File: src/sv/mdfe_pkg.sv
// package for the marker delimited frame extractor
// holds marker patterns, widths, tracker state codes and the result struct
// no dependencies
package mdfe_pkg;

  localparam int MARKER_LEN = 8;
  localparam int PAT_DEPTH  = 16;
  localparam int CNT_W      = 4;
  localparam int BYTE_W     = 8;
  localparam int CAP_W      = 16;
  localparam logic [CAP_W-1:0] CAP_RESET = 16'd16384;

  typedef logic [BYTE_W-1:0] byte_t;
  typedef byte_t pattern_t [PAT_DEPTH];

  localparam pattern_t START_PAT = '{
    8'h18, 8'h20, 8'h55, 8'hf2, 8'h5a, 8'hc0, 8'h4d, 8'haa,
    8'h00, 8'h00, 8'h00, 8'h00, 8'h00, 8'h00, 8'h00, 8'h00
  };
  localparam pattern_t END_PAT = '{
    8'h42, 8'h2c, 8'hd9, 8'he3, 8'hff, 8'ha0, 8'h11, 8'h01,
    8'h00, 8'h00, 8'h00, 8'h00, 8'h00, 8'h00, 8'h00, 8'h00
  };

  typedef enum logic [1:0] {
    SEARCH   = 2'b01,
    IN_FRAME = 2'b10
  } track_state_t;

  typedef struct packed {
    logic  valid;
    byte_t data;
    logic  fits;
    logic  done;
  } frame_result_t;

endpackage

File: src/sv/mdfe_tracker.sv
// frame tracker: start/end marker match counters, frame byte count, capacity register
// decides the result for one byte per step
// depends on mdfe_pkg
module mdfe_tracker (
  input  logic                       clk,
  input  logic                       rst,
  input  logic                       step,
  input  mdfe_pkg::byte_t            data,
  input  logic                       cfg_wr_en,
  input  logic [mdfe_pkg::CAP_W-1:0] cfg_wr_data,
  output mdfe_pkg::frame_result_t    res
);

  mdfe_pkg::track_state_t state, state_next;
  logic [mdfe_pkg::CNT_W-1:0] start_matched, start_matched_next;
  logic [mdfe_pkg::CNT_W-1:0] end_matched, end_matched_next;
  logic [mdfe_pkg::CAP_W-1:0] bytes_in_frame, bytes_in_frame_next;
  logic [mdfe_pkg::CAP_W-1:0] frame_capacity;
  logic [mdfe_pkg::CNT_W:0]   start_inc, end_inc;
  logic                       start_hit, end_hit, start_full, end_full, fits;

  assign start_hit  = (data == mdfe_pkg::START_PAT[start_matched]);
  assign end_hit    = (data == mdfe_pkg::END_PAT[end_matched]);
  assign start_inc  = {1'b0, start_matched} + {{mdfe_pkg::CNT_W{1'b0}}, 1'b1};
  assign end_inc    = {1'b0, end_matched} + {{mdfe_pkg::CNT_W{1'b0}}, 1'b1};
  assign start_full = start_hit &&
                      (start_inc >= (mdfe_pkg::CNT_W+1)'(mdfe_pkg::MARKER_LEN));
  assign end_full   = end_hit &&
                      (end_inc >= (mdfe_pkg::CNT_W+1)'(mdfe_pkg::MARKER_LEN));
  assign fits       = bytes_in_frame < frame_capacity;

  always_comb begin
    state_next          = state;
    start_matched_next  = start_matched;
    end_matched_next    = end_matched;
    bytes_in_frame_next = bytes_in_frame;
    res.valid           = 1'b0;
    res.data            = data;
    res.fits            = fits;
    res.done            = end_full;
    case (state)
      mdfe_pkg::SEARCH: begin
        if (start_full) begin
          state_next          = mdfe_pkg::IN_FRAME;
          start_matched_next  = '0;
          end_matched_next    = '0;
          bytes_in_frame_next = '0;
        end else if (start_hit) begin
          start_matched_next = start_inc[mdfe_pkg::CNT_W-1:0];
        end else begin
          start_matched_next = '0;
        end
      end
      mdfe_pkg::IN_FRAME: begin
        res.valid = 1'b1;
        if (end_full) begin
          state_next          = mdfe_pkg::SEARCH;
          start_matched_next  = '0;
          end_matched_next    = '0;
          bytes_in_frame_next = '0;
        end else begin
          end_matched_next = end_hit ? end_inc[mdfe_pkg::CNT_W-1:0] : '0;
          if (fits) begin
            bytes_in_frame_next = bytes_in_frame + (mdfe_pkg::CAP_W)'(1);
          end
        end
      end
      default: begin
        state_next = mdfe_pkg::SEARCH;
      end
    endcase
  end

  always_ff @(posedge clk) begin
    if (rst) begin
      state          <= mdfe_pkg::SEARCH;
      start_matched  <= '0;
      end_matched    <= '0;
      bytes_in_frame <= '0;
      frame_capacity <= mdfe_pkg::CAP_RESET;
    end else begin
      if (step) begin
        state          <= state_next;
        start_matched  <= start_matched_next;
        end_matched    <= end_matched_next;
        bytes_in_frame <= bytes_in_frame_next;
      end
      if (cfg_wr_en) begin
        frame_capacity <= cfg_wr_data;
      end
    end
  end

endmodule

File: src/sv/marker_delimited_frame_extractor.sv
// marker delimited frame extractor top level: input register, tracker, result register
// depends on mdfe_pkg and mdfe_tracker
// a frame word goes from the input register through the tracker into the result register
// throughput: one word per cycle while the output is not stalled, set by the single tracker step between the registers
// a stalled output holds the result register and a full input register; words outside a frame leave no result
// reset: synchronous, clears valids and tracker state, capacity returns to 16384
module marker_delimited_frame_extractor (
  input  logic        clk,
  input  logic        rst,
  input  logic        in_valid,
  output logic        in_stall,
  input  logic [7:0]  rx_byte,
  output logic        out_valid,
  input  logic        out_stall,
  output logic [7:0]  frame_byte,
  output logic        within_capacity,
  output logic        frame_end,
  input  logic        cfg_wr_en,
  input  logic [15:0] cfg_wr_data
);

  logic                    in_reg_valid;
  mdfe_pkg::byte_t         in_reg_byte;
  logic                    advance, accept, step;
  mdfe_pkg::frame_result_t res;

  assign advance  = !out_valid || !out_stall;
  assign in_stall = in_reg_valid && !advance;
  assign accept   = in_valid && !in_stall;
  assign step     = in_reg_valid && advance;

  mdfe_tracker u_tracker (
    .clk         (clk),
    .rst         (rst),
    .step        (step),
    .data        (in_reg_byte),
    .cfg_wr_en   (cfg_wr_en),
    .cfg_wr_data (cfg_wr_data),
    .res         (res)
  );

  always_ff @(posedge clk) begin
    if (rst) begin
      in_reg_valid <= 1'b0;
      out_valid    <= 1'b0;
    end else begin
      if (accept) begin
        in_reg_valid <= 1'b1;
      end else if (advance) begin
        in_reg_valid <= 1'b0;
      end
      if (advance) begin
        out_valid <= step && res.valid;
      end
    end
  end

  always_ff @(posedge clk) begin
    if (accept) begin
      in_reg_byte <= rx_byte;
    end
    if (step) begin
      frame_byte      <= res.data;
      within_capacity <= res.fits;
      frame_end       <= res.done;
    end
  end

endmodule

File: config.mk
export PLATFORM = sky130hd
export DESIGN_NAME = marker_delimited_frame_extractor
export DESIGN_NICKNAME = d
export VERILOG_FILES = /design/src/sv/mdfe_pkg.sv /design/src/sv/mdfe_tracker.sv /design/src/sv/marker_delimited_frame_extractor.sv
export SDC_FILE = /design/constraint.sdc
export NUM_CORES = 1
export LEC_CHECK = 0
export BUFFER_PORTS_ARGS = -buffer_cell sky130_fd_sc_hd__buf_2
export CAP_MARGIN = 20
export CELL_PAD_IN_SITES_DETAIL_PLACEMENT = 0
export CELL_PAD_IN_SITES_GLOBAL_PLACEMENT = 2
export CORE_AREA = 2 2 108 100
export CTS_CLUSTER_DIAMETER = 80
export DETAILED_ROUTE_END_ITERATION = 6
export DIE_AREA = 0 0 110 102
export PLACE_DENSITY = 0.8
export SETUP_SLACK_MARGIN = 0.4
export SLEW_MARGIN = 20
export SYNTH_ARGS = -nofsm -noshare
export SYNTH_HDL_FRONTEND = slang
export SYNTH_SLANG_ARGS = --single-unit
File: constraint.sdc
create_clock -name clk -period 3.55 [get_ports clk]
set_clock_uncertainty 0.15 [all_clocks]
set_input_delay 0.71 -clock clk [delete_from_list [all_inputs] [get_ports clk]]
set_output_delay 0.71 -clock clk [all_outputs]
set_load 0.05 [all_outputs]
=== Yosys cells after proc, flatten, opt, wreduce, memory -nomap -nowiden ===
Memories as Yosys holds them, arrays and structs flattened.
Cells that the tools add are included.
W data, S select, Z words.

* Memories kept: 2
* Bits in read-only memories: 256
* Bits in registers: 62
* Word-level logic and storage cells: 69
* Input port bits: 29

* Reduce and logical (&&, ||, !) cells: 17
* Add/subtract/negate cells: 3
* Eq/ne operators: 7
* Muxes and demuxes: 22
* Bitwise logic cells: 2
* $lt $le $gt $ge: 5

{| class="wikitable"
|+ Memories
! name !! words !! bits a word !! read ports !! clocked after memory_dff !! write ports !! RTL line !! text
|-
| (name not given) || 16 || 8 || 1 || 0 || 0 || mdfe_tracker.sv:22 || <nowiki>assign start_hit = (data == mdfe_pkg::START_PAT[start_matched]);</nowiki>
|-
| (name not given) || 16 || 8 || 1 || 0 || 0 || mdfe_tracker.sv:23 || <nowiki>assign end_hit = (data == mdfe_pkg::END_PAT[end_matched]);</nowiki>
|}

{| class="wikitable"
|+ Operators with widths
! kind !! number
|-
| $mux W16 || 3
|-
| $mux W8 || 4
|-
| $pmux W16 S2 || 1
|-
| $mux W4 || 6
|-
| $add A16 B1 Y16 const B || 1
|-
| $eq A8 B8 Y1 || 2
|-
| $lt A16 B16 Y1 || 1
|-
| $pmux W4 S2 || 2
|-
| $add A4 B1 Y5 const B || 2
|-
| $ge A5 B4 Y1 const B || 2
|-
| $ge A5 B5 Y1 const B || 2
|-
| $not A4 Y5 || 2
|-
| $reduce_and A3 Y1 || 3
|-
| $logic_and A1 B1 Y1 || 6
|-
| $logic_not A1 Y1 || 4
|-
| $mux W2 || 2
|-
| $ne A2 B1 Y1 const B || 2
|-
| $pmux W2 S2 || 1
|-
| $reduce_and A4 Y1 || 1
|-
| $reduce_bool A2 Y1 || 2
|-
| $mux W1 || 3
|-
| $ne A3 B1 Y1 const B || 1
|-
| $eq A2 B1 Y1 const B || 1
|-
| $eq A2 B2 Y1 const B || 1
|-
| $logic_or A1 B1 Y1 || 1
|}

=== Logic depth before layout (Yosys ltp) ===
* Word-level depth: 8
* Gate-level depth with buffers: 12
* Depth with buffers taken out: 9

=== By module ===
From an unflattened synthesis, not the netlist that was laid out.

* Cell total of the unflattened synthesis: 374
* Area, all modules: 3607.2 µm²

{| class="wikitable"
|+ By module, submodules not included
! module !! area an instance (µm²) !! sequential area each (µm²) !! cells each !! instances
|-
| mdfe_tracker || 2977.9 || 840.8 || 346 || 1
|-
| marker_delimited_frame_extractor || 629.4 || 580.6 || 28 || 1
|}

=== Least setup slack after synthesis ===
Ideal clock, no wire load.

* Path type: reg-to-reg
* From: register u_tracker.end_matched[0] (netlist name)
* To: register u_tracker.bytes_in_frame[14] (netlist name)
* Clock period less this slack: 2669 ps
* Setup slack: 881 ps
* Required time: 3283 ps
* Stages on the path, launching flop included: 11
* Library setup time: 117 ps
* Data arrival time: 2401 ps
* Cells stage by stage: dfxtp_1 -> inv_1 -> ha_1 -> nand2b_1 -> a21oi_1 -> xnor2_1 -> nand4_2 -> o41ai_2 -> buf_2 -> o21ai_0 -> a32o_1

* Cells in the longest elaborated chain, start to end: 8

{| class="wikitable"
|+ Ends and longest elaborated chain
! element !! RTL line !! text
|-
| start, declared || mdfe_tracker.sv:16 || <nowiki>logic [mdfe_pkg::CNT_W-1:0] end_matched, end_matched_next;</nowiki>
|-
| start signal, assigned || mdfe_tracker.sv:85 || <nowiki>end_matched <= end_matched_next;</nowiki>
|-
| $not A4 Y5 (not written as such) || mdfe_tracker.sv:23 ||
|-
| $mem_v2 Z16 W8 || n/a ||
|-
| $mux W8 (not written as such) (2 in series) || mdfe_tracker.sv:23 ||
|-
| $eq A8 B8 Y1 || mdfe_tracker.sv:23 ||
|-
| $logic_and A1 B1 Y1 (*) || mdfe_tracker.sv:28 || <nowiki>assign end_full = end_hit &&</nowiki>
|-
| $ne A3 B1 Y1 (no line) or $mux W16 (tied branches) || n/a ||
|-
| $reduce_and A4 Y1 (no line) or $pmux W16 S2 (tied branches) || n/a ||
|-
| end signal, assigned || mdfe_tracker.sv:86 || <nowiki>bytes_in_frame <= bytes_in_frame_next;</nowiki>
|-
| end, declared || mdfe_tracker.sv:17 || <nowiki>logic [mdfe_pkg::CAP_W-1:0] bytes_in_frame, bytes_in_frame_next;</nowiki>
|}

Every way passes the cells marked *; elsewhere a longest branch is shown, timed or not. The select of a mux whose other input is x is not followed.
A chain may end at the register's enable or synchronous reset.

=== Final worst setup path ===
* From: register u_tracker.end_matched[1] (netlist name)
* To: register u_tracker.bytes_in_frame[3] (netlist name)

Same word-level chain as after synthesis.

==> flow_metrics.env <==
export IMPL_status="completed"
export IMPL_syn_nets=438
export IMPL_nets=477
export IMPL_coreArea_um2=10000
export IMPL_crit_type="flip-flop to flip-flop"
export IMPL_cts_sinks=62
export IMPL_synth_top_family_by_area="simple AND/OR/NAND/NOR gates"
export IMPL_critical_path_arrival_ns=3.04
export IMPL_worst_slack_ns=0.598
export IMPL_final_cell_mix="dfxtp_1 (43), nor2_1 (40), buf_2 (40)"
export IMPL_grt_pass1_wl_mm=13.5
export IMPL_startpoint_type="flip-flop"
export IMPL_synth_cell_types=55
export IMPL_insertion_delay_ns=0.35
export IMPL_routedWlPerCell_um=14.5
export IMPL_synth_edf_count=18
export IMPL_ant_nets=0
export IMPL_period_share_pct=83.2
export IMPL_antenna_found_initial=0
export IMPL_synth_ff_type="dfxtp_1"
export IMPL_synth_adder_area_share_pct=8.80
export IMPL_synth_area_mux_share_pct=6.27
export IMPL_final_common_cell="dfxtp_1"
export IMPL_async_reset_ff_share_pct=0
export IMPL_drc=0
export IMPL_routed_wl_mm=8.10
export IMPL_required_ns=3.63
export IMPL_diodes=0
export IMPL_initialDrtViolationCount=98
export IMPL_die_w_um=110
export IMPL_netlist_instances=384
export IMPL_maxCapViolations=0
export IMPL_syn_area_um2=3550
export IMPL_cts_htree_levels=3
export IMPL_hpwl_mm=5.77
export IMPL_totalNegativeSetupSlack_ns=0
export IMPL_overflow=0
export IMPL_hold_viol=0
export IMPL_synth_compound_area_share_pct=15.1
export IMPL_cts_tree="done"
export IMPL_avgSynthCellArea_um2=9.25
export IMPL_worst_pin_slew_ns=0.785
export IMPL_row_count=35
export IMPL_multi_input_comb_area_um2=1920
export IMPL_num_vias=2925
export IMPL_vdd_ir_drop_max_mv=0.127
export IMPL_dpl_cell_area_um2=3860
export IMPL_start_util_pct=35.4
export IMPL_post_cts_buffers=0
export IMPL_grt_usage_pct=15.7
export IMPL_die_area_um2=11200
export IMPL_cts_root_buf="clkbuf_8"
export IMPL_yosys_warnings=0
export IMPL_vias_per_cell=5.25
export IMPL_first_pass_iters=4
export IMPL_ys_seq_area_share_pct=40.0
export IMPL_endpoint_kind="flip-flop"
export IMPL_cp_max_fo=9
export IMPL_fin_area_um2=4050
export IMPL_setup_viol=0
export IMPL_worst_hold_path_type="flip-flop to flip-flop"
export IMPL_dp_cells=541
export IMPL_p_leak_nw=1.59
export IMPL_yosys_area_share_simple_pct=21.3
export IMPL_portBuffers=40
export IMPL_p_per_area_nw_per_um2=365
export IMPL_drive_above_1_share_pct=16.4
export IMPL_gp_congestion=0.777
export IMPL_fin_cells=557
export IMPL_yosys_register_bits=62
export IMPL_register_area_um2=1420
export IMPL_cts_buffers=9
export IMPL_clk_pin_slew_ns=0.07
export IMPL_pre_cts_slack_ns=0.606
export IMPL_grt_max_degree=41
export IMPL_drv_slew=0
export IMPL_clock_fmax_mhz=339
export IMPL_grt_pass1_vias=2732
export IMPL_fill_cells=1017
export IMPL_synthXorXnorAreaFrac_pct=2.68
export IMPL_cts_buffer_depth=2
export IMPL_rsz0062_at_grt="no"
export IMPL_relSlewSlack_pct=47.2
export IMPL_io_pins=41
export IMPL_fin_crit_ns=2.95
export IMPL_area_growth_pct=13.9
export IMPL_ctsHoldBuffers=0
export IMPL_final_util_pct=40.3
export IMPL_fp_dieH_um=102
[power breakdown]
part / internal (mW) / total, mW / switching [mW] / leakage, nW
clock network: 0.316 / 0.602 / 0.286 / 0.0949
logic: 0.0431 / 0.111 / 0.0680 / 0.963
registers: 0.750 / 0.764 / 0.0139 / 0.529
[sequential cells by signal, summed over array words and instances (netlist names)]
register / count
u_tracker.bytes_in_frame: 16
in_reg_byte: 8
within_capacity: 1
u_tracker.end_matched: 4
frame_byte: 8
frame_end: 1
u_tracker.frame_capacity: 16
u_tracker.start_matched: 4
u_tracker.state: 2
in_reg_valid: 1
out_valid: 1
[worst paths after layout]
check | cells past startpoint | from | end | slack [ns]
worst max-delay path | 9 | u_tracker.end_matched[1] | u_tracker.bytes_in_frame[3] | 0.60
worst min-delay path | 2 | in_reg_valid | out_valid | 0.33
worst max register to register | 9 | u_tracker.end_matched[1] | u_tracker.bytes_in_frame[3] | 0.60
worst min register to register | 2 | in_reg_valid | out_valid | 0.33
[worst max-delay path: stages (launching register included)]
cell and delay (ns):
dfxtp_1 0.46, inv_1 0.12, ha_1 0.21, a211oi_1 0.32, xnor2_1 0.18, nand4_2 0.17
o41a_1 0.53, and2_1 0.29, buf_4 0.20, a32o_1 0.22
[synthesized netlist by cell type, drive strengths merged (2+ instances only)]
cell type	instances	area [um2]
a211oi	2	15.0
a21oi	16	80.1
a31oi	3	18.8
a32o	15	150
and2	5	33.8
and3	7	43.8
buf	10	68.8
clkbuf	9	33.8
dfxtp	44	881
edfxtp	18	541
ha	25	313
inv	28	105
mux2	2	22.5
mux2i	20	200
nand2	24	90.1
nand2b	11	68.8
nand3	6	30.0
nand3b	3	22.5
nand4	7	50.1
nor2	40	150
nor2b	4	25.0
nor3	6	30.0
nor3b	5	37.5
nor4	17	113
o2111ai	2	17.5
o211ai	2	15.0
o21ai	20	100
o31a	3	26.3
o41ai	2	25.0
or2	2	12.5
or3	3	18.8
xnor2	8	77.6
xor2	2	17.5
[repair_timing]
action | 4_1_cts | 5_1_grt
hold endpoints to repair | 0 | 0
resized for setup | 0 | 1
endpoints found under the setup margin | 0 | 5
[routing by layer]
metal	up-vias	global-route usage, %	wire [um]
met5	-	0	0
met2	42	22.1	3470
met4	0	6.13	110
met3	8	3.06	266
li1	1484	-	-
met1	1391	23.4	4250
[stage by stage]
step                hold WS (ns)  power, mW
floorplan                  0.295      0.853
global placement           0.314      0.891
detailed placement         0.316      0.893
CTS                        0.329       1.49
global route               0.353       1.54
finish                     0.326       1.48
[kinds of logic (layout without fill, tap and decap cells)]
group,count (synthesis),count (layout)
AOI/OAI and AO/OA,75,75
and+or+nand+nor,143,143
DFF,62,62
xor gates and xnor gates,10,10
muxes,22,22
buffers and inverters,47,91
adders and majority gates,25,25
[layout make-up]
class                   instances  area share [%]
multi-input cells             275            47.6
flip-flops and latches         62            35.2
repair buffers                 47            6.25
well taps                     129            3.99
clock buffers                  10            3.15
inverters                      28            2.60
clock inverters                 6            1.30
(Power assumes the default switching activity.)
